`src/hdl/cle_pkg.sv`:
```
// Package for the cursor list engine: sizes, codes, payload and control structs.
package cle_pkg;

    // Capacity of the list, the index and count widths that follow from it, and the data width.
    localparam int DEPTH = 64;
    localparam int IDX_W = $clog2(DEPTH);
    localparam int CNT_W = $clog2(DEPTH + 1);
    localparam int DATA_W = 32;

    // Operation codes.
    localparam logic [3:0] OP_PREPEND    = 4'd0;
    localparam logic [3:0] OP_APPEND     = 4'd1;
    localparam logic [3:0] OP_INS_BEFORE = 4'd2;
    localparam logic [3:0] OP_INS_AFTER  = 4'd3;
    localparam logic [3:0] OP_DEL_FRONT  = 4'd4;
    localparam logic [3:0] OP_DEL_BACK   = 4'd5;
    localparam logic [3:0] OP_DEL_CURSOR = 4'd6;
    localparam logic [3:0] OP_MV_FRONT   = 4'd7;
    localparam logic [3:0] OP_MV_BACK    = 4'd8;
    localparam logic [3:0] OP_MV_PREV    = 4'd9;
    localparam logic [3:0] OP_MV_NEXT    = 4'd10;
    localparam logic [3:0] OP_SET        = 4'd11;
    localparam logic [3:0] OP_CLEAR      = 4'd12;

    // Status codes.
    localparam logic [1:0] ST_OK    = 2'd0;
    localparam logic [1:0] ST_EMPTY = 2'd1;
    localparam logic [1:0] ST_NOCUR = 2'd2;
    localparam logic [1:0] ST_FULL  = 2'd3;

    // Commands broadcast along the row of cells.
    localparam logic [1:0] CMD_HOLD  = 2'd0;
    localparam logic [1:0] CMD_OPEN  = 2'd1;
    localparam logic [1:0] CMD_CLOSE = 2'd2;
    localparam logic [1:0] CMD_WRITE = 2'd3;

    typedef struct packed {
        logic [3:0]               op;
        logic signed [DATA_W-1:0] value;
    } req_t;

    typedef struct packed {
        logic [1:0]               status;
        logic [CNT_W-1:0]         list_length;
        logic                     cursor_defined;
        logic [IDX_W-1:0]         cursor_index;
        logic signed [DATA_W-1:0] front_value;
        logic signed [DATA_W-1:0] back_value;
        logic signed [DATA_W-1:0] cursor_value;
    } rsp_t;

    typedef struct packed {
        logic [1:0]        kind;
        logic [IDX_W-1:0]  pos;
        logic [DATA_W-1:0] value;
    } cmd_t;

    typedef struct packed {
        logic [CNT_W-1:0] count;
        logic [IDX_W-1:0] cur_pos;
        logic             cur_valid;
        logic [1:0]       status;
    } view_t;

endpackage

```
`src/hdl/cle_ctrl.sv`:
```
// Controller: length and cursor registers, operation decode and cell commands.
module cle_ctrl
(
    input  logic            clk,
    input  logic            rst_n,
    input  logic            accept,
    input  cle_pkg::req_t   req,
    output cle_pkg::cmd_t   cmd,
    output cle_pkg::view_t  view
);

    logic [cle_pkg::CNT_W-1:0] count_reg;
    logic [cle_pkg::CNT_W-1:0] count_next;
    logic [cle_pkg::IDX_W-1:0] cur_pos_reg;
    logic [cle_pkg::IDX_W-1:0] cur_pos_next;
    logic                      cur_valid_reg;
    logic                      cur_valid_next;
    logic [1:0]                status_reg;
    logic [1:0]                status_next;
    logic                      empty;
    logic                      full;
    logic [cle_pkg::CNT_W-1:0] cur_plus_one;
    cle_pkg::cmd_t             cmd_raw;

    assign empty        = (count_reg == '0);
    assign full         = (count_reg == cle_pkg::CNT_W'(cle_pkg::DEPTH));
    assign cur_plus_one = {1'b0, cur_pos_reg} + cle_pkg::CNT_W'(1);

    // Decode the operation into the next length, cursor, status and cell command.
    always_comb
    begin
        count_next     = count_reg;
        cur_pos_next   = cur_pos_reg;
        cur_valid_next = cur_valid_reg;
        status_next    = cle_pkg::ST_OK;
        cmd_raw.kind   = cle_pkg::CMD_HOLD;
        cmd_raw.pos    = '0;
        cmd_raw.value  = req.value;
        case (req.op)
            cle_pkg::OP_PREPEND:
            begin
                if (full)
                begin
                    status_next = cle_pkg::ST_FULL;
                end
                else
                begin
                    cmd_raw.kind = cle_pkg::CMD_OPEN;
                    count_next   = count_reg + cle_pkg::CNT_W'(1);
                    if (cur_valid_reg)
                    begin
                        cur_pos_next = cur_pos_reg + cle_pkg::IDX_W'(1);
                    end
                end
            end
            cle_pkg::OP_APPEND:
            begin
                if (full)
                begin
                    status_next = cle_pkg::ST_FULL;
                end
                else
                begin
                    cmd_raw.kind = cle_pkg::CMD_OPEN;
                    cmd_raw.pos  = count_reg[cle_pkg::IDX_W-1:0];
                    count_next   = count_reg + cle_pkg::CNT_W'(1);
                end
            end
            cle_pkg::OP_INS_BEFORE, cle_pkg::OP_INS_AFTER:
            begin
                if (empty)
                begin
                    status_next = cle_pkg::ST_EMPTY;
                end
                else if (!cur_valid_reg)
                begin
                    status_next = cle_pkg::ST_NOCUR;
                end
                else if (full)
                begin
                    status_next = cle_pkg::ST_FULL;
                end
                else
                begin
                    cmd_raw.kind = cle_pkg::CMD_OPEN;
                    count_next   = count_reg + cle_pkg::CNT_W'(1);
                    if (req.op == cle_pkg::OP_INS_BEFORE)
                    begin
                        cmd_raw.pos  = cur_pos_reg;
                        cur_pos_next = cur_pos_reg + cle_pkg::IDX_W'(1);
                    end
                    else
                    begin
                        cmd_raw.pos = cur_plus_one[cle_pkg::IDX_W-1:0];
                    end
                end
            end
            cle_pkg::OP_DEL_FRONT:
            begin
                if (empty)
                begin
                    status_next = cle_pkg::ST_EMPTY;
                end
                else
                begin
                    cmd_raw.kind = cle_pkg::CMD_CLOSE;
                    count_next   = count_reg - cle_pkg::CNT_W'(1);
                    if (cur_valid_reg)
                    begin
                        if (cur_pos_reg == '0)
                        begin
                            cur_valid_next = 1'b0;
                        end
                        else
                        begin
                            cur_pos_next = cur_pos_reg - cle_pkg::IDX_W'(1);
                        end
                    end
                end
            end
            cle_pkg::OP_DEL_BACK:
            begin
                if (empty)
                begin
                    status_next = cle_pkg::ST_EMPTY;
                end
                else
                begin
                    count_next = count_reg - cle_pkg::CNT_W'(1);
                    if (cur_valid_reg && (cur_plus_one == count_reg))
                    begin
                        cur_valid_next = 1'b0;
                    end
                end
            end
            cle_pkg::OP_DEL_CURSOR:
            begin
                if (empty)
                begin
                    status_next = cle_pkg::ST_EMPTY;
                end
                else if (!cur_valid_reg)
                begin
                    status_next = cle_pkg::ST_NOCUR;
                end
                else
                begin
                    cmd_raw.kind   = cle_pkg::CMD_CLOSE;
                    cmd_raw.pos    = cur_pos_reg;
                    count_next     = count_reg - cle_pkg::CNT_W'(1);
                    cur_valid_next = 1'b0;
                end
            end
            cle_pkg::OP_MV_FRONT:
            begin
                if (empty)
                begin
                    status_next = cle_pkg::ST_EMPTY;
                end
                else
                begin
                    cur_valid_next = 1'b1;
                    cur_pos_next   = '0;
                end
            end
            cle_pkg::OP_MV_BACK:
            begin
                if (empty)
                begin
                    status_next = cle_pkg::ST_EMPTY;
                end
                else
                begin
                    cur_valid_next = 1'b1;
                    cur_pos_next   = count_reg[cle_pkg::IDX_W-1:0] - cle_pkg::IDX_W'(1);
                end
            end
            cle_pkg::OP_MV_PREV:
            begin
                if (cur_valid_reg)
                begin
                    if (cur_pos_reg == '0)
                    begin
                        cur_valid_next = 1'b0;
                    end
                    else
                    begin
                        cur_pos_next = cur_pos_reg - cle_pkg::IDX_W'(1);
                    end
                end
            end
            cle_pkg::OP_MV_NEXT:
            begin
                if (cur_valid_reg)
                begin
                    if (cur_plus_one >= count_reg)
                    begin
                        cur_valid_next = 1'b0;
                    end
                    else
                    begin
                        cur_pos_next = cur_plus_one[cle_pkg::IDX_W-1:0];
                    end
                end
            end
            cle_pkg::OP_SET:
            begin
                if (empty)
                begin
                    status_next = cle_pkg::ST_EMPTY;
                end
                else if (!cur_valid_reg)
                begin
                    status_next = cle_pkg::ST_NOCUR;
                end
                else
                begin
                    cmd_raw.kind = cle_pkg::CMD_WRITE;
                    cmd_raw.pos  = cur_pos_reg;
                end
            end
            cle_pkg::OP_CLEAR:
            begin
                count_next     = '0;
                cur_valid_next = 1'b0;
            end
            default:
            begin
                status_next = cle_pkg::ST_OK;
            end
        endcase

        // A cursor past the end of the list, or on an empty list, is undefined.
        if ((count_next == '0) || ({1'b0, cur_pos_next} >= count_next))
        begin
            cur_valid_next = 1'b0;
        end
        // The position is kept at zero while the cursor is undefined.
        if (!cur_valid_next)
        begin
            cur_pos_next = '0;
        end
    end

    always_ff @(posedge clk or negedge rst_n)
    begin
        if (!rst_n)
        begin
            count_reg     <= '0;
            cur_pos_reg   <= '0;
            cur_valid_reg <= 1'b0;
            status_reg    <= cle_pkg::ST_OK;
        end
        else if (accept)
        begin
            count_reg     <= count_next;
            cur_pos_reg   <= cur_pos_next;
            cur_valid_reg <= cur_valid_next;
            status_reg    <= status_next;
        end
    end

    // Cells move only on the cycle that a request transfer is taken.
    always_comb
    begin
        cmd      = cmd_raw;
        cmd.kind = accept ? cmd_raw.kind : cle_pkg::CMD_HOLD;
    end

    assign view.count     = count_reg;
    assign view.cur_pos   = cur_pos_reg;
    assign view.cur_valid = cur_valid_reg;
    assign view.status    = status_reg;

endmodule

```
`config.mk`:
```
export PLATFORM = sky130hd
export DESIGN_NAME = cle_ctrl
export DESIGN_NICKNAME = d
export VERILOG_FILES = /design/src/hdl/cle_pkg.sv /design/src/hdl/cle_ctrl.sv
export SDC_FILE = /design/constraint.sdc
export NUM_CORES = 1
export LEC_CHECK = 0
export ABC_AREA = 1
export BUFFER_PORTS_ARGS = -buffer_cell sky130_fd_sc_hd__buf_2
export CAP_MARGIN = 0
export CORE_MARGIN = 8
export CORE_UTILIZATION = 54
export DETAILED_ROUTE_END_ITERATION = 7
export MAX_ROUTING_LAYER = met4
export PLACE_DENSITY = 0.84
export SYNTH_ARGS = -nofsm -noshare
export SYNTH_HDL_FRONTEND = slang
export SYNTH_SLANG_ARGS = --single-unit
```
`constraint.sdc`:
```
create_clock -name clk -period 3.4 [get_ports clk]
set_input_delay 0.34 -clock clk [delete_from_list [all_inputs] [get_ports clk]]
set_output_delay 0.34 -clock clk [all_outputs]
set_load 0.01 [all_outputs]
```
Word-level counts from Yosys, hierarchy flattened
Cells that the tools add are included.

Add/subtract/negate cells: 6. $lt $le $gt $ge: 2. Reductions and logical operators: 12. Equality and inequality tests: 14. Mux-type cells: 54.

Operators with widths (count): two-way mux 6 bit (15); two-way mux 7 bit (10); one-hot mux 6 bit (7 select lines) (1); one-hot mux 7 bit (5 select lines) (1); two-way mux 8 bit (4); one-hot mux 6 bit (4 select lines) (1); == test 4 bit (second input constant) (5); == test 4 x 3 -> 1 bit (second input constant) (4); logical NOT 7 bit (2); two-way mux 2 bit (7); two-way mux 1 bit (12); one-hot mux 2 bit (6 select lines) (1); subtractor 6 x 1 -> 6 bit (second input constant) (2); OR reduction 2 bit (5); == test 4 x 2 -> 1 bit (second input constant) (2); one-hot mux 2 bit (4 select lines) (1); adder 6 x 1 -> 7 bit (second input constant) (1); adder 7 x 1 -> 7 bit (second input constant) (1); == test 7 bit (1); == test 7 bit (second input constant) (1); >= comparator 6 x 7 -> 1 bit (1); >= comparator 7 bit (1); one-hot mux 1 bit (7 select lines) (1); subtractor 7 x 1 -> 7 bit (second input constant) (1); other kinds (7) (7).

Logic and storage cells: 92. Bits in registers: 16. Bits of input ports: 39. Output and inout port bits: 56.

Depth between registers and ports, before layout
Word-level depth: 10. Depth in mapped cells: 24. Depth with buffers taken out: 23.

Least setup slack after synthesis
Ideal clock, no wire load.

Kind: reg-to-reg. Start: register cur_pos_reg[2] (netlist name). End: register cur_valid_reg. Path buffers: 1. Stages on the path, launching flop included: 25. Clock period less this slack: 3.243 ns. Slack: 0.157 ns. Arrival time: 3.166 ns. Library setup time: 0.078 ns. Path through: dfrtp_1 clkbuf_1 nand4_1 nor2_1 nand2_1 nand2_1 inv_1 ha_1 nand2_1 inv_1 a21oi_1 nand4_1 o21ai_0 nand2_1 nand2_1 nor2_1 nand2_1 ha_1 a21oi_1 nor2_1 nor2_1 nand2_1 nor2_4 nand3_1 o21ai_1.

Word-level cells in the longest chain between the ends: 9. Elaborated cells on any way between the ends: 32. Classes of those cells: add/sub (3); order compare (2); eq/ne (1); mux (23); reduce/logical (3).

Ends and longest elaborated chain: from (decl) (line cle_ctrl.sv:14) `logic [cle_pkg::IDX_W-1:0] cur_pos_reg;`; from (signal assigned) (line cle_ctrl.sv:257) `cur_pos_reg <= cur_pos_next;`; branches (longest 8 deep; another with adder 6 x 1 -> 7 bit); two-way mux 1 bit (*) (line cle_ctrl.sv:234) `if ((count_next == '0) || ({1'b0, cur_pos_next} >= count_next))`; to (signal assigned) (line cle_ctrl.sv:258) `cur_valid_reg <= cur_valid_next;`; to (decl) (line cle_ctrl.sv:16) `logic cur_valid_reg;`.

Every way passes the cells marked *. A chain may end at the register's enable or synchronous reset.

Final worst setup path
Start: register cur_pos_reg[1] (netlist name). End: register cur_pos_reg[3] (netlist name).

Word-level cells in the longest chain between the ends: 10. Elaborated cells on any way between the ends: 33. Classes of those cells: add/sub (3); order compare (2); eq/ne (1); mux (24); reduce/logical (3).

Ends and longest elaborated chain: branches (longest 9 deep; another with adder 6 x 1 -> 7 bit); two-way mux 6 bit (*) (line cle_ctrl.sv:239) `if (!cur_valid_next)`.

Marks and branches as above.

==> results.toml <==
[status]
status = "complete, but fails checks"
violations = "setup timing"

[finish]
antenna_cells = 0
drive_gt1_frac = 0.217
final_cells = 663
syn2layout_area_growth_pct = 13.8
final_common_cell = "nand2_1"
finalCoreUtilization = 0.642
largest_register_ffs = 7
layout.cells.most_common_list = "nand2_1, nor2_1, inv_1, nand3_1, buf_4"
nFillCells = 523
fin_nets = 651

[routing]
routedWlPerCell_um = 18.4
vias = 4015
vias_per_cell = 6.06
drt_pass1_iterations = 8
drc = 0
drt_iter0_drc = 429
antenna_left = 0
wirelength_um = 12200

[logic_synthesis]
synth_area_per_cell_um2 = 5.62
syn_inst = 559
yosys_warnings = 0
synth-seq-cells = 16
syn_nets = 618
ys_types = 33
netlist_area_mm2 = 0.00314
yosysSeqAreaShare = 0.127

[cts]
cts_buffers = 3
clk_latency_ns = 0.26
cts_buffer_depth = 2
cts_htree_levels = 1
cts_sinks = 16
path_clk_slew_ns = 0.06
root_buffer = "clkbuf_8"
cts_tree = "yes"

[die]
initial_core_util = 0.564
die_area_mm2 = 0.00852
die_w_um = 92.3
num_io_pins = 95
core_mm2 = 0.00557
die-height_um = 92.3
rows = 27

[timing]
hold_viol = 0
slew_headroom = 0.526
finalClockSkew_ns = 0.00380
fin_ws_ns = -0.0341
setup_viol = 7
maxSlewViolCount = 0
period_share = 1.01
timing.fmax_mhz = 291
worst_pin_slew_ns = 0.711
rsz0062_at_grt = "yes"
fin_crit_ns = 3.43
tns_ns = -0.0787

[placement]
gp_congestion = 1.15
dpl.hpwl_um = 9360
port_buffers = 30
dp.cells = 650

[worst_setup_path]
max_stage_delay_ns = 0.42
critPathCaptureType = "register"
path_max_fanout = 7
cp_cell_sequence = "ha_2, nand3_2, xor2_1, inv_1, ha_4, nand2_1, nor2_2, nand4_1, nand4_1, o21ai_1, buf_4, nand2_2, nand2_1, nor2_2, nand2_2, ha_4, nand4_1, nor3_2, nor2_4, nand4_1, nand2_1"
slowest_stage = "dfrtp_1"
worstPathArrival_ns = 3.57
r2r_start = "cur_pos_reg[1]"
worst-path-buf-inv = 2
cp_common_cell = "nand4_1"
start_kind = "register"
cp_top_family = "simple AND/OR/NAND/NOR gates"
worstSetupStartpoint = "cur_pos_reg[1]"
crit_type = "register to register"
crit_required_ns = 3.54

[global_routing]
grt-ovfl-total = 0
grt_pass1_vias = 3593
grt_pass1_wl_um = 18200
grt.total_usage = 0.273
grt_max_degree = 24
antenna_found_initial = 0

[pwr]
irDropWorstVdd_uv = 516
powerDensity_mw_per_mm2 = 540
leakage_uw = 0.00195
power_uw = 1930

[worst_hold_path]
hold_path_class = "input pin to register"
min_from = "accept"

[run]
maxCapViolCount = 0
==> layer usage <==
| layer | vias up | GRT usage | share of wire |
|---|---|---|---|
| li1 | 1845 | - | - |
| met1 | 1811 | 0.345 | 0.40 |
| met2 | 304 | 0.398 | 0.44 |
| met3 | 55 | 0.0621 | 0.12 |
| met4 | 0 | 0.138 | 0.046 |
| met5 | - | - | 0 |
==> Yosys cell counts (all sizes together) <==
cell type  number  area [um2]
o311ai          1        8.76
a31oi           1        6.26
nor2           70         298
nand2         191         732
o221ai          1        8.76
nand4          24         150
xor2            8        70.1
o211ai          9        72.6
clkinv          2        8.75
a21oi          18        90.1
a22oi           1        7.51
ha             20         250
a21boi          1        7.51
o21ai          26         130
xnor2           1        8.76
clkbuf          7        26.3
nand3          57         300
o21a            1        7.51
nand3b          1        7.51
dfrtp          16         400
inv            56         210
buf            42         317
nor3            5        25.0
==> report_power, final <==
| group | total, uW | switching, uW | internal (uW) |
|---|---|---|---|
| logic | 1470 | 973 | 502 |
| registers | 286 | 54.3 | 232 |
| clock network | 172 | 68.9 | 103 |
| total | 1930 | 1100 | 836 |
==> path summary, 6_finish.rpt <==
check,endpoint,depth (start not counted),slack [ns]
max in group asynchronous,cur_pos_reg[2],2,2.58
min in group asynchronous,cur_pos_reg[2],2,0.53
max,cur_pos_reg[3],21,-0.03
max reg2reg,cur_pos_reg[3],21,-0.03
min reg2reg,status_reg[1],2,0.49
min,cur_valid_reg,2,0.36
==> cells by family after synthesis <==
family,count (synthesis),synth area share
compound gates,59,0.108
xor+xnor,9,0.0251
fa+ha+maj,20,0.0796
buf+inv,107,0.179
flops,16,0.127
simple gates,348,0.481
==> layout make-up <==
class	instances	area [um2]	area share
multi-input combinational	436	2300	0.645
timing repair buffer	77	505	0.141
sequential	16	402	0.112
inverter	58	219	0.0612
tap	72	90.1	0.0252
clock buffer	4	55.1	0.0154
==> metrics by stage <==
stage | setup slack, ns | area [um2] | hold WS (ns)
final | -0.0341 | 3580 | 0.358
after global routing | -0.281 | 3580 | 0.356
after CTS | 0.00816 | 3410 | 0.349
after detailed placement | -0.0667 | 3330 | 0.282
after global placement | -0.0511 | 3330 | 0.267
after floorplan | 0.157 | 3140 | 0.0444
==> what timing repair did <==
item | 4_1_cts | 5_1_grt
setup buffers | 0 | 8
pin swaps | 2 | 20
hold buffers | 1 | 0
endpoints found under the setup margin | 7 | 7
hold endpoints to repair | 9 | 0
gates resized for setup | 5 | 22
No activity file was read; power rests on OpenSTA's default activity.
