`src/hdl/cle_pkg.sv`:
```
// Package for the cursor list engine: sizes, codes, payload and control structs.
package cle_pkg;

    // Capacity of the list, the index and count widths that follow from it, and the data width.
    localparam int DEPTH = 64;
    localparam int IDX_W = $clog2(DEPTH);
    localparam int CNT_W = $clog2(DEPTH + 1);
    localparam int DATA_W = 32;

    // Operation codes.
    localparam logic [3:0] OP_PREPEND    = 4'd0;
    localparam logic [3:0] OP_APPEND     = 4'd1;
    localparam logic [3:0] OP_INS_BEFORE = 4'd2;
    localparam logic [3:0] OP_INS_AFTER  = 4'd3;
    localparam logic [3:0] OP_DEL_FRONT  = 4'd4;
    localparam logic [3:0] OP_DEL_BACK   = 4'd5;
    localparam logic [3:0] OP_DEL_CURSOR = 4'd6;
    localparam logic [3:0] OP_MV_FRONT   = 4'd7;
    localparam logic [3:0] OP_MV_BACK    = 4'd8;
    localparam logic [3:0] OP_MV_PREV    = 4'd9;
    localparam logic [3:0] OP_MV_NEXT    = 4'd10;
    localparam logic [3:0] OP_SET        = 4'd11;
    localparam logic [3:0] OP_CLEAR      = 4'd12;

    // Status codes.
    localparam logic [1:0] ST_OK    = 2'd0;
    localparam logic [1:0] ST_EMPTY = 2'd1;
    localparam logic [1:0] ST_NOCUR = 2'd2;
    localparam logic [1:0] ST_FULL  = 2'd3;

    // Commands broadcast along the row of cells.
    localparam logic [1:0] CMD_HOLD  = 2'd0;
    localparam logic [1:0] CMD_OPEN  = 2'd1;
    localparam logic [1:0] CMD_CLOSE = 2'd2;
    localparam logic [1:0] CMD_WRITE = 2'd3;

    typedef struct packed {
        logic [3:0]               op;
        logic signed [DATA_W-1:0] value;
    } req_t;

    typedef struct packed {
        logic [1:0]               status;
        logic [CNT_W-1:0]         list_length;
        logic                     cursor_defined;
        logic [IDX_W-1:0]         cursor_index;
        logic signed [DATA_W-1:0] front_value;
        logic signed [DATA_W-1:0] back_value;
        logic signed [DATA_W-1:0] cursor_value;
    } rsp_t;

    typedef struct packed {
        logic [1:0]        kind;
        logic [IDX_W-1:0]  pos;
        logic [DATA_W-1:0] value;
    } cmd_t;

    typedef struct packed {
        logic [CNT_W-1:0] count;
        logic [IDX_W-1:0] cur_pos;
        logic             cur_valid;
        logic [1:0]       status;
    } view_t;

endpackage

```
`src/hdl/cle_cell.sv`:
```
// One list cell: holds one element and shifts toward either neighbor on command.
module cle_cell
(
    input  logic                         clk,
    input  logic [cle_pkg::IDX_W-1:0]    index,
    input  cle_pkg::cmd_t                cmd,
    input  cle_pkg::view_t               view,
    input  logic [cle_pkg::DATA_W-1:0]   left_data,
    input  logic [cle_pkg::DATA_W-1:0]   right_data,
    output logic [cle_pkg::DATA_W-1:0]   data,
    output logic [cle_pkg::DATA_W-1:0]   back_tap,
    output logic [cle_pkg::DATA_W-1:0]   cur_tap
);

    logic [cle_pkg::DATA_W-1:0] data_reg;
    logic [cle_pkg::DATA_W-1:0] data_next;
    logic                       is_back;
    logic                       is_cur;

    // Select the new content from the broadcast command and this cell's place.
    always_comb
    begin
        data_next = data_reg;
        case (cmd.kind)
            cle_pkg::CMD_OPEN:
            begin
                if (index == cmd.pos)
                begin
                    data_next = cmd.value;
                end
                else if (index > cmd.pos)
                begin
                    data_next = left_data;
                end
            end
            cle_pkg::CMD_CLOSE:
            begin
                if (index >= cmd.pos)
                begin
                    data_next = right_data;
                end
            end
            cle_pkg::CMD_WRITE:
            begin
                if (index == cmd.pos)
                begin
                    data_next = cmd.value;
                end
            end
            default:
            begin
                data_next = data_reg;
            end
        endcase
    end

    always_ff @(posedge clk)
    begin
        data_reg <= data_next;
    end

    // Offer the content on the back and cursor taps when this cell holds them.
    assign is_back = (view.count != '0) &&
                     ({1'b0, index} == (view.count - cle_pkg::CNT_W'(1)));
    assign is_cur  = view.cur_valid && (index == view.cur_pos);

    assign data     = data_reg;
    assign back_tap = is_back ? data_reg : '0;
    assign cur_tap  = is_cur ? data_reg : '0;

endmodule

```
`config.mk`:
```
export PLATFORM = sky130hd
export DESIGN_NAME = cle_cell
export DESIGN_NICKNAME = d
export VERILOG_FILES = /design/src/hdl/cle_pkg.sv /design/src/hdl/cle_cell.sv
export SDC_FILE = /design/constraint.sdc
export NUM_CORES = 1
export LEC_CHECK = 0
export ABC_CLOCK_PERIOD_IN_PS = 7600
export BUFFER_PORTS_ARGS = -buffer_cell sky130_fd_sc_hd__buf_2
export CAP_MARGIN = 20
export CORE_AREA = 2 2 88 90
export CTS_BUF_LIST = sky130_fd_sc_hd__clkbuf_4
export CTS_CLUSTER_SIZE = 40
export DETAILED_ROUTE_END_ITERATION = 8
export DIE_AREA = 0 0 90 92
export PLACE_DENSITY = 0.83
export SLEW_MARGIN = 40
export SYNTH_ARGS = -nofsm -noshare
export SYNTH_HDL_FRONTEND = slang
export SYNTH_SLANG_ARGS = --single-unit
```
`constraint.sdc`:
```
create_clock -name clk -period 7.6 [get_ports clk]
set_input_delay 1.52 -clock clk [delete_from_list [all_inputs] [get_ports clk]]
set_output_delay 1.52 -clock clk [all_outputs]
set_load 0.02 [all_outputs]
```
# --- After elaboration in Yosys (flattened, before gate mapping) ---
# Cells that the tools add are included.
totals:
  ff_bits: 32
  out_inout_bits: 96
  inputBits: 127
op_classes:
  n_eq_ne: 9
  order_cmp: 2
  add_sub_neg: 1
  reduce_logical: 5
  n_mux: 7
ops:
  columns: ["operator", "count"]
  rows:
  - ["32-bit 2-to-1 mux", 6]
  - ["32-bit case mux with 3 select lines", 1]
  - ["6-bit == test", 2]
  - ["6-bit by 7-bit == test with 1-bit output", 1]
  - ["7-bit nonzero test", 1]
  - ["7-bit by 1-bit subtractor with 7-bit output, second input constant", 1]
  - ["6-bit >= comparator", 1]
  - ["6-bit greater-than comparator", 1]
  - ["2-bit == test, second input constant", 2]
  - ["2-bit != test, second input constant", 2]
  - ["4-bit AND reduction", 1]
  - ["3-bit != test, second input constant", 1]
  - ["3-bit nonzero test", 1]
  - ["2-bit by 1-bit == test with 1-bit output, second input constant", 1]
  - ["1-bit logical AND", 2]

# --- Logic depth before layout (Yosys ltp) ---
# Gate-level depths: netlist of the first run.
depth:
  depth_word: 4
  ltp_mapped: 8
  mapped_depth_nobuf: 6

# --- Least setup slack after synthesis of the first run ---
# Ideal clock, no wire load.
synth_timing:
  path_kind: "input to register"
  startpoint: "input port cmd[37] in the netlist's numbering"
  endpoint: "register data_reg, in the netlist data[0], enable pin"
  path_slack_ns: 2.061
  setup_ns: 0.470
  arrival_time_ns: 5.069
  cell_stages: 8
  required_ns: 7.130
  path_cell_list: "inv_1 -> ha_1 -> and4_1 -> and3_1 -> buf_2 -> buf_2 -> nor2_1 -> a211oi_1"
synth_via:
  elab_chain_cells: 3
  elab_cells_between_ends: 7
synth_lines:
  columns: ["item", "line", "rtl"]
  rows:
  - ["start: declaration", "cle_cell.sv:6", "input cle_pkg::cmd_t cmd,"]
  - ["6-bit greater-than comparator, or another cell as far along", "cle_cell.sv:31", "else if (index > cmd.pos)"]
  - ["3-bit != test (no source line) / 2-bit != test (equally long branches)", null, null]
  - ["4-bit AND reduction (no source line) (*)", null, null]
  - ["end signal: assignment", "cle_cell.sv:59", "data_reg <= data_next;"]
  - ["end: declaration", "cle_cell.sv:15", "logic [cle_pkg::DATA_W-1:0] data_reg;"]
# Every way passes the cells marked *; elsewhere a longest branch is shown, timed or not.
# A chain may end at the register's enable or synchronous reset.

# --- Worst setup path after layout of the first run ---
layout_timing:
  startpoint: "input port view[9] in the netlist's numbering"
  endpoint: "output port back_tap[11] in the netlist's numbering"
layout_via:
  elab_chain_cells: 4
  elab_cells_between_ends: 5
layout_lines:
  columns: ["item", "line", "rtl"]
  rows:
  - ["start: declaration", "cle_cell.sv:7", "input cle_pkg::view_t view,"]
  - ["7-bit by 1-bit subtractor with 7-bit output", "cle_cell.sv:64", "({1'b0, index} == (view.count - cle_pkg::CNT_W'(1)));"]
  - ["6-bit by 7-bit == test with 1-bit output", "cle_cell.sv:64", null]
  - ["1-bit logical AND (*)", "cle_cell.sv:63", "assign is_back = (view.count != '0) &&"]
  - ["32-bit 2-to-1 mux (*)", "cle_cell.sv:68", "assign back_tap = is_back ? data_reg : '0;"]
  - ["end: declaration", "cle_cell.sv:11", "output logic [cle_pkg::DATA_W-1:0] back_tap,"]
# Marked as above.

==> tab_implementation.tex, run 1 <==
\begin{tabular}{lr}
\hline
Metric & Value \\
\hline
\multicolumn{2}{l}{\textbf{Outcome}} \\
\quad Status & complete, no violations \\
\multicolumn{2}{l}{\textbf{STA}} \\
\quad Maximum frequency from static timing analysis & 0.190 GHz \\
\quad Final number of hold-violating endpoints & 0 \\
\quad Setup-failing EPs final & 0 \\
\quad Final period demand of the worst path & roughly 5.3 ns \\
\quad Unrepaired setup endpoints after global routing & no \\
\quad Max Slew Vio Count & 0 \\
\quad Min setup slack post-route & between 2 and 2.5 ns \\
\quad Slew of the pin with the lowest slew margin & approximately 0.6 ns \\
\quad Final period util & 0.693 \\
\quad Remaining max-slew budget at the tightest pin & 0.601 \\
\quad Final hold slack & approximately 1.5 ns \\
\quad Sum Neg Setup Slack & 0 ns \\
\multicolumn{2}{l}{\textbf{Place}} \\
\quad Detailed-placement wirelength estimate & between 8 and 9 mm \\
\quad Routability-driven placement congestion ratio & $\sim$0.85 \\
\quad Worst-case setup slack after placement & around 2.3 ns \\
\quad Number of placed cells counting well taps & about 620 \\
\quad Placed Area & $\sim$0.0046 mm\^{}2 \\
\quad I/O Buffers & 220 \\
\multicolumn{2}{l}{\textbf{Route}} \\
\quad Via total after detailed routing & about 3,400 \\
\quad Routed vias/inst & $\sim$5.4 \\
\quad Drt initial violations & 79 \\
\quad Final routed DRC violation total & 0 \\
\quad Detail-routed net length per standard cell & between 15 and 20 um \\
\quad Drt total wl & about 11 mm \\
\quad Remaining number of nets flagged by the antenna check after routing & 0 \\
\quad Number of detailed-route iterations in the first pass & 4 \\
\multicolumn{2}{l}{\textbf{Clock tree}} \\
\quad Number of clock sinks seen by CTS & 32 \\
\quad Buffer cell driving the clock tree root & sky130\_fd\_sc\_hd\_\_clkbuf\_4 \\
\quad Number of H-tree levels & 2 \\
\quad Maximum buffer depth of the clock tree & 2 \\
\quad Clock-pin slew reported for the worst setup and hold paths after clock tree synthesis & 0.10 ns \\
\quad Number of buffers added to fix hold violations after cts & 0 \\
\quad Clock tree from TritonCTS & done \\
\quad Post-CTS setup repair buffer count & 0 \\
\quad Number of clock buffers inserted by TritonCTS & 5 \\
\quad Resized cells post-CTS & 0 \\
\multicolumn{2}{l}{\textbf{Synth}} \\
\quad Synth warnings & 0 \\
\quad Number of synthesized flops with an enable pin & 32 \\
\quad Predominant post-synthesis flop cell & sky130\_fd\_sc\_hd\_\_edfxtp\_1 \\
\quad Syn Std Cell Area & about 0.0034 mm\^{}2 \\
\quad Synth unique cells & 42 \\
\quad Post-synthesis register bit count & 32 \\
\quad Ys async rst share & 0 \\
\quad Syn avg cell area & a little over 10 um\^{}2 \\
\quad Net count after synthesis & $\sim$460 \\
\quad Number of instances in the synthesized netlist & 323 \\
\quad Share of synthesized area occupied by flip-flops and latches & 0.287 \\
\multicolumn{2}{l}{\textbf{Min path}} \\
\quad Class of the tightest hold or removal check & input pin to flip-flop \\
\multicolumn{2}{l}{\textbf{Layout}} \\
\quad Finished Layout Cells & 630 \\
\quad Fraction of layout instances using a drive strength above 1 & 0.519 \\
\quad Area added between synthesis and finish & 37.9\% \\
\quad Register Area & 961 um\^{}2 \\
\quad Final Instance Area & 0.00462 mm\^{}2 \\
\quad Most frequent standard cell in the layout excluding fill and tap cells & sky130\_fd\_sc\_hd\_\_buf\_2 \\
\quad End-of-flow core utilization & 0.621 \\
\quad Number of fill cells in the layout & around 650 \\
\quad Final antenna diode count & 0 \\
\quad Final nets & 663 \\
\quad Largest register FFs & 32 \\
\quad Commonest non-fill, non-tap cells in the layout & sky130\_fd\_sc\_hd\_\_buf\_2, sky130\_fd\_sc\_hd\_\_mux2i\_1, sky130\_fd\_sc\_hd\_\_and2\_1, sky130\_fd\_sc\_hd\_\_nand3\_1, sky130\_fd\_sc\_hd\_\_edfxtp\_1 \\
\quad Multi-input logic area & approximately 0.0023 mm\^{}2 \\
\multicolumn{2}{l}{\textbf{Flow run}} \\
\quad Max cap viols & 0 \\
\multicolumn{2}{l}{\textbf{Critical path}} \\
\quad Crit path arrival time & 3.75 ns \\
\quad Required time reported for the critical path endpoint & about 6.1 ns \\
\quad Category of the critical setup timing path & input pin to output pin \\
\quad Crit-path max FO & 20 \\
\quad Critical path startpoint category & input pin \\
\quad Type of destination of the critical path & output pin \\
\multicolumn{2}{l}{\textbf{Global route}} \\
\quad Remaining Overflow, GRT & 0 \\
\quad Number of global-route vias before repair & between 3,000 and 4,000 \\
\quad Initial antenna violation count & 0 \\
\quad First-pass GRT wire length & between 15 and 20 mm \\
\quad Global Route Usage Sum & 0.242 \\
\quad Maximum number of pins on one net before global-route repair & 37 \\
\multicolumn{2}{l}{\textbf{Die}} \\
\quad Height of the die & around 92 um \\
\quad Die X-Extent & roughly 90 um \\
\quad Number of standard-cell rows in the floorplan & 32 \\
\quad Starting density of the core & 0.450 \\
\quad Area of the die & just over 0.008 mm\^{}2 \\
\quad Number of placed I/O pins & between 200 and 250 \\
\quad Core box area & about 0.0074 mm\^{}2 \\
\multicolumn{2}{l}{\textbf{Power}} \\
\quad Leakage power total & $\sim$2.2 nW \\
\quad Power per cell area & roughly 120 mW/mm\^{}2 \\
\quad Final total power & $\sim$0.56 mW \\
\quad Max rail drop VDD & 85.4 uV \\
\hline
\end{tabular}
-- Yosys cell counts, drive strengths merged, types with 2 or more instances --
cell,instances,share of area
nand2b,2,0.0037
o21ai,2,0.0030
nand3,32,0.048
xor2,7,0.018
mux2i,94,0.28
nor2,7,0.0078
a21boi,2,0.0045
clkbuf,10,0.011
nand2,3,0.0034
o31ai,2,0.0060
a21oi,2,0.0030
a211oi,33,0.12
inv,9,0.010
ha,8,0.030
xnor2,6,0.016
edfxtp,32,0.29
nor3,2,0.0063
buf,21,0.040
and2,32,0.060
nand3b,2,0.0045
-- metal layers --
| layer | vias up | part of all wire | track usage |
|---|---|---|---|
| li1 | 1617 | - | - |
| met4 | 0 | 0.030 | 0.0974 |
| met3 | 31 | 0.052 | 0.0419 |
| met5 | - | 0 | 0 |
| met1 | 1589 | 0.40 | 0.283 |
| met2 | 147 | 0.52 | 0.441 |
-- cell families (layout without fill, tap and decap cells) --
family,after synthesis,after routing,share of synthesized area
muxes,94,94,0.281
and+or+nand+nor,88,88,0.150
AOI/OAI and AO/OA,48,48,0.157
buffers and inverters,40,245,0.0612
DFF,32,32,0.287
xor gates and xnor gates,13,13,0.0340
adders and majority gates,8,8,0.0299
-- critical path, cell delays in order --
cell,delay [ns]
sky130_fd_sc_hd__buf_2,0.14
sky130_fd_sc_hd__inv_1,0.07
sky130_fd_sc_hd__ha_1,0.30
sky130_fd_sc_hd__o21bai_1,0.20
sky130_fd_sc_hd__a2111oi_2,0.47
sky130_fd_sc_hd__a31oi_4,0.17
sky130_fd_sc_hd__buf_4,0.33
sky130_fd_sc_hd__a211oi_2,0.31
sky130_fd_sc_hd__buf_2,0.21
-- report_power, final --
part	leakage, nW	switching [mW]	total [mW]	internal (mW)
logic	1.84	0.138	0.224	0.0867
registers	0.300	0.0215	0.246	0.225
clock network	0.0261	0.0555	0.0878	0.0323
total	2.17	0.215	0.558	0.344
-- layout make-up --
cell class / instances / share of cell area
sequential: 32 / 0.208
multi-input combinational: 251 / 0.488
clock buffer: 5 / 0.00812
inverter: 9 / 0.00731
tap: 102 / 0.0276
timing repair buffer: 229 / 0.259
clock inverter: 2 / 0.00162
-- path summary, 6_finish.rpt --
check	start	end	slack (ns)	cells after the start
max	view[9]	back_tap[11]	2.33	9
min	cmd[24]	data[24]	1.52	2
(Power assumes the default switching activity.)
==> run 2: changes to the inputs <==
- ABC_CLOCK_PERIOD_IN_PS: 7600 -> 5200
- CORE_AREA: 2 2 88 90 -> 2 2 91 93
- DIE_AREA: 0 0 90 92 -> 0 0 93 95
- PLACE_DENSITY: 0.83 -> 0.78
- clock period: 7.6 -> 5.2 ns (I/O delays scaled with it)
==> run 2 against run 1 <==
Die area is 6.7% higher. Utilization is 3.7 points lower. Sequential share of layout area hardly changed. Global-route usage is 2.5 points lower. Routed wire length is 4.8% lower. Clock-buffer cell count stayed put. First-iteration DRC count is 86% higher. Flip-flop and latch count stayed put. Sequential power is 46% higher. Setup slack worse by 1.4 ns. Design area hardly changed. Final cell count is 0.63% higher.
==> tab_implementation.tex, run 2 (synthesized netlist as in run 1, its figures left out) <==
\begin{tabular}{lr}
\hline
Metric & Value \\
\hline
\multicolumn{2}{l}{\textbf{Outcome}} \\
\quad Status & complete, no violations \\
\multicolumn{2}{l}{\textbf{Clock tree}} \\
\quad Number of clock sinks seen by CTS & 32 (unchanged) \\
\quad Number of H-tree levels & 2 (unchanged) \\
\quad Clock tree from TritonCTS & done \\
\quad Post-CTS setup repair buffer count & 0 (unchanged) \\
\quad Maximum buffer depth of the clock tree & 2 (unchanged) \\
\quad Resized cells post-CTS & 0 (unchanged) \\
\quad Number of buffers added to fix hold violations after cts & 0 (unchanged) \\
\quad Clock-pin slew reported for the worst setup and hold paths after clock tree synthesis & 0.10 ns (about the same) \\
\quad Buffer cell driving the clock tree root & sky130\_fd\_sc\_hd\_\_clkbuf\_4 \\
\quad Number of clock buffers inserted by TritonCTS & 5 (unchanged) \\
\multicolumn{2}{l}{\textbf{Flow run}} \\
\quad Max cap viols & 0 (unchanged) \\
\multicolumn{2}{l}{\textbf{STA}} \\
\quad Final period util & 0.825 \\
\quad Max Slew Vio Count & 0 (unchanged) \\
\quad Final period demand of the worst path & $\sim$4.3 ns \\
\quad Sum Neg Setup Slack & 0 ns (unchanged) \\
\quad Remaining max-slew budget at the tightest pin & 0.602 (+0.00122) \\
\quad Final number of hold-violating endpoints & 0 (unchanged) \\
\quad Slew of the pin with the lowest slew margin & 0.594 ns (-0.00475 ns) \\
\quad Unrepaired setup endpoints after global routing & no \\
\quad Maximum frequency from static timing analysis & 0.233 GHz \\
\quad Setup-failing EPs final & 0 (unchanged) \\
\multicolumn{2}{l}{\textbf{Place}} \\
\quad Number of placed cells counting well taps & 626 (+0.48\%) \\
\quad Detailed-placement wirelength estimate & 7.91 mm (-2.6\%) \\
\quad Routability-driven placement congestion ratio & 0.830 (-2.9\%) \\
\quad I/O Buffers & 220 (unchanged) \\
\multicolumn{2}{l}{\textbf{Die}} \\
\quad Core box area & 0.00793 mm\^{}2 (+6.5\%) \\
\quad Height of the die & 95 um (+3.3\%) \\
\quad Die X-Extent & 93 um (+3.3\%) \\
\quad Area of the die & 0.00884 mm\^{}2 (+6.7\%) \\
\quad Starting density of the core & 0.423 (-0.0273) \\
\quad Number of standard-cell rows in the floorplan & 33 (+3.1\%) \\
\quad Number of placed I/O pins & 223 (unchanged) \\
\multicolumn{2}{l}{\textbf{Critical path}} \\
\quad Critical path startpoint category & input pin \\
\quad Crit-path max FO & 20 (unchanged) \\
\quad Required time reported for the critical path endpoint & 4.16 ns (-1.92 ns) \\
\quad Crit path arrival time & 3.25 ns (-0.50 ns) \\
\quad Category of the critical setup timing path & input pin to output pin \\
\quad Type of destination of the critical path & output pin \\
\multicolumn{2}{l}{\textbf{Power}} \\
\quad Power per cell area & 187 mW/mm\^{}2 (+55\%) \\
\quad Max rail drop VDD & 92.7 uV (+8.5\%) \\
\quad Leakage power total & 2.17 nW (+0.19\%) \\
\multicolumn{2}{l}{\textbf{Layout}} \\
\quad Number of fill cells in the layout & 705 (+8.1\%) \\
\quad Register Area & 961 um\^{}2 (unchanged) \\
\quad Fraction of layout instances using a drive strength above 1 & 0.520 (+0.000909) \\
\quad Commonest non-fill, non-tap cells in the layout & sky130\_fd\_sc\_hd\_\_buf\_2, sky130\_fd\_sc\_hd\_\_mux2i\_1, sky130\_fd\_sc\_hd\_\_and2\_1, sky130\_fd\_sc\_hd\_\_nand3\_1, sky130\_fd\_sc\_hd\_\_edfxtp\_1 \\
\quad Largest register FFs & 32 (unchanged) \\
\quad Most frequent standard cell in the layout excluding fill and tap cells & sky130\_fd\_sc\_hd\_\_buf\_2 \\
\quad Multi-input logic area & 0.00225 mm\^{}2 (-0.17\%) \\
\quad Final nets & 663 (unchanged) \\
\quad Area added between synthesis and finish & 38.0\% (about the same) \\
\quad Final antenna diode count & 0 (unchanged) \\
\quad Finished Layout Cells & 634 (+0.63\%) \\
\multicolumn{2}{l}{\textbf{Route}} \\
\quad Number of detailed-route iterations in the first pass & 5 (+1) \\
\quad Final routed DRC violation total & 0 (unchanged) \\
\quad Drt total wl & 10.0 mm (-4.8\%) \\
\quad Routed vias/inst & 5.27 (-1.8\%) \\
\quad Drt initial violations & 147 (+86\%) \\
\quad Detail-routed net length per standard cell & 15.8 um (-5.4\%) \\
\quad Remaining number of nets flagged by the antenna check after routing & 0 (unchanged) \\
\quad Via total after detailed routing & 3,343 (-1.2\%) \\
\multicolumn{2}{l}{\textbf{Global route}} \\
\quad First-pass GRT wire length & 15.2 mm (-6.1\%) \\
\quad Number of global-route vias before repair & 3,098 (-5.2\%) \\
\quad Global Route Usage Sum & 0.217 (-0.0251) \\
\quad Initial antenna violation count & 0 (unchanged) \\
\quad Remaining Overflow, GRT & 0 (unchanged) \\
\quad Maximum number of pins on one net before global-route repair & 37 (unchanged) \\
\multicolumn{2}{l}{\textbf{Min path}} \\
\quad Class of the tightest hold or removal check & input pin to flip-flop \\
\hline
\end{tabular}
-- run 2: per-stage QoR --
step            util  total power [mW]  setup slack (ns)  cell area, um^2  hold WS [ns]
2_1_floorplan      -             0.552             0.141             3350          1.27
3_3_place_gp   0.574             0.677             0.969             4550          1.36
3_5_place_dp   0.574             0.686             0.909             4550          1.37
4_1_cts        0.583             0.871             0.922             4630          1.01
5_1_grt        0.583             0.909             0.833             4630          1.01
6_report       0.583             0.864             0.911             4630          1.03
-- run 2: routing by layer --
layer,GRT usage,up-vias,share of wire,routed length [um]
li1,-,1624,-,-
met1,0.268,1556,0.39,3930
met2,0.402,151,0.53,5330
met3,0.0287,12,0.065,656
met4,0.0527,0,0.013,127
met5,0,-,0,0
-- run 2: area by class of cell --
cell class              instances  share of cell area
clock inverters                 3             0.00811
well taps                     105              0.0284
clock buffers                   5             0.00811
repair buffers                229               0.253
multi-input cells             251               0.487
inverters                       9             0.00730
flip-flops and latches         32               0.208
-- run 2: report_power, final --
group	internal (mW)	switching, mW	leakage [nW]
combinational	0.125	0.197	1.83
clock	0.0982	0.0862	0.0403
sequential	0.328	0.0295	0.300
-- run 2: worst paths after layout --
path / from / slack [ns] / to / cells after the start
setup / recovery: view[9] / 0.91 / back_tap[16] / 9
hold / removal: cmd[24] / 1.03 / data[24] / 2
-- run 2: worst max-delay path: stages --
cell and delay (ns):
sky130_fd_sc_hd__buf_2 0.14, sky130_fd_sc_hd__inv_1 0.07, sky130_fd_sc_hd__ha_1 0.29, sky130_fd_sc_hd__o21bai_1 0.21, sky130_fd_sc_hd__a2111oi_2 0.47, sky130_fd_sc_hd__a31oi_4 0.17, sky130_fd_sc_hd__buf_4 0.33, sky130_fd_sc_hd__a211oi_2 0.30
sky130_fd_sc_hd__buf_2 0.21
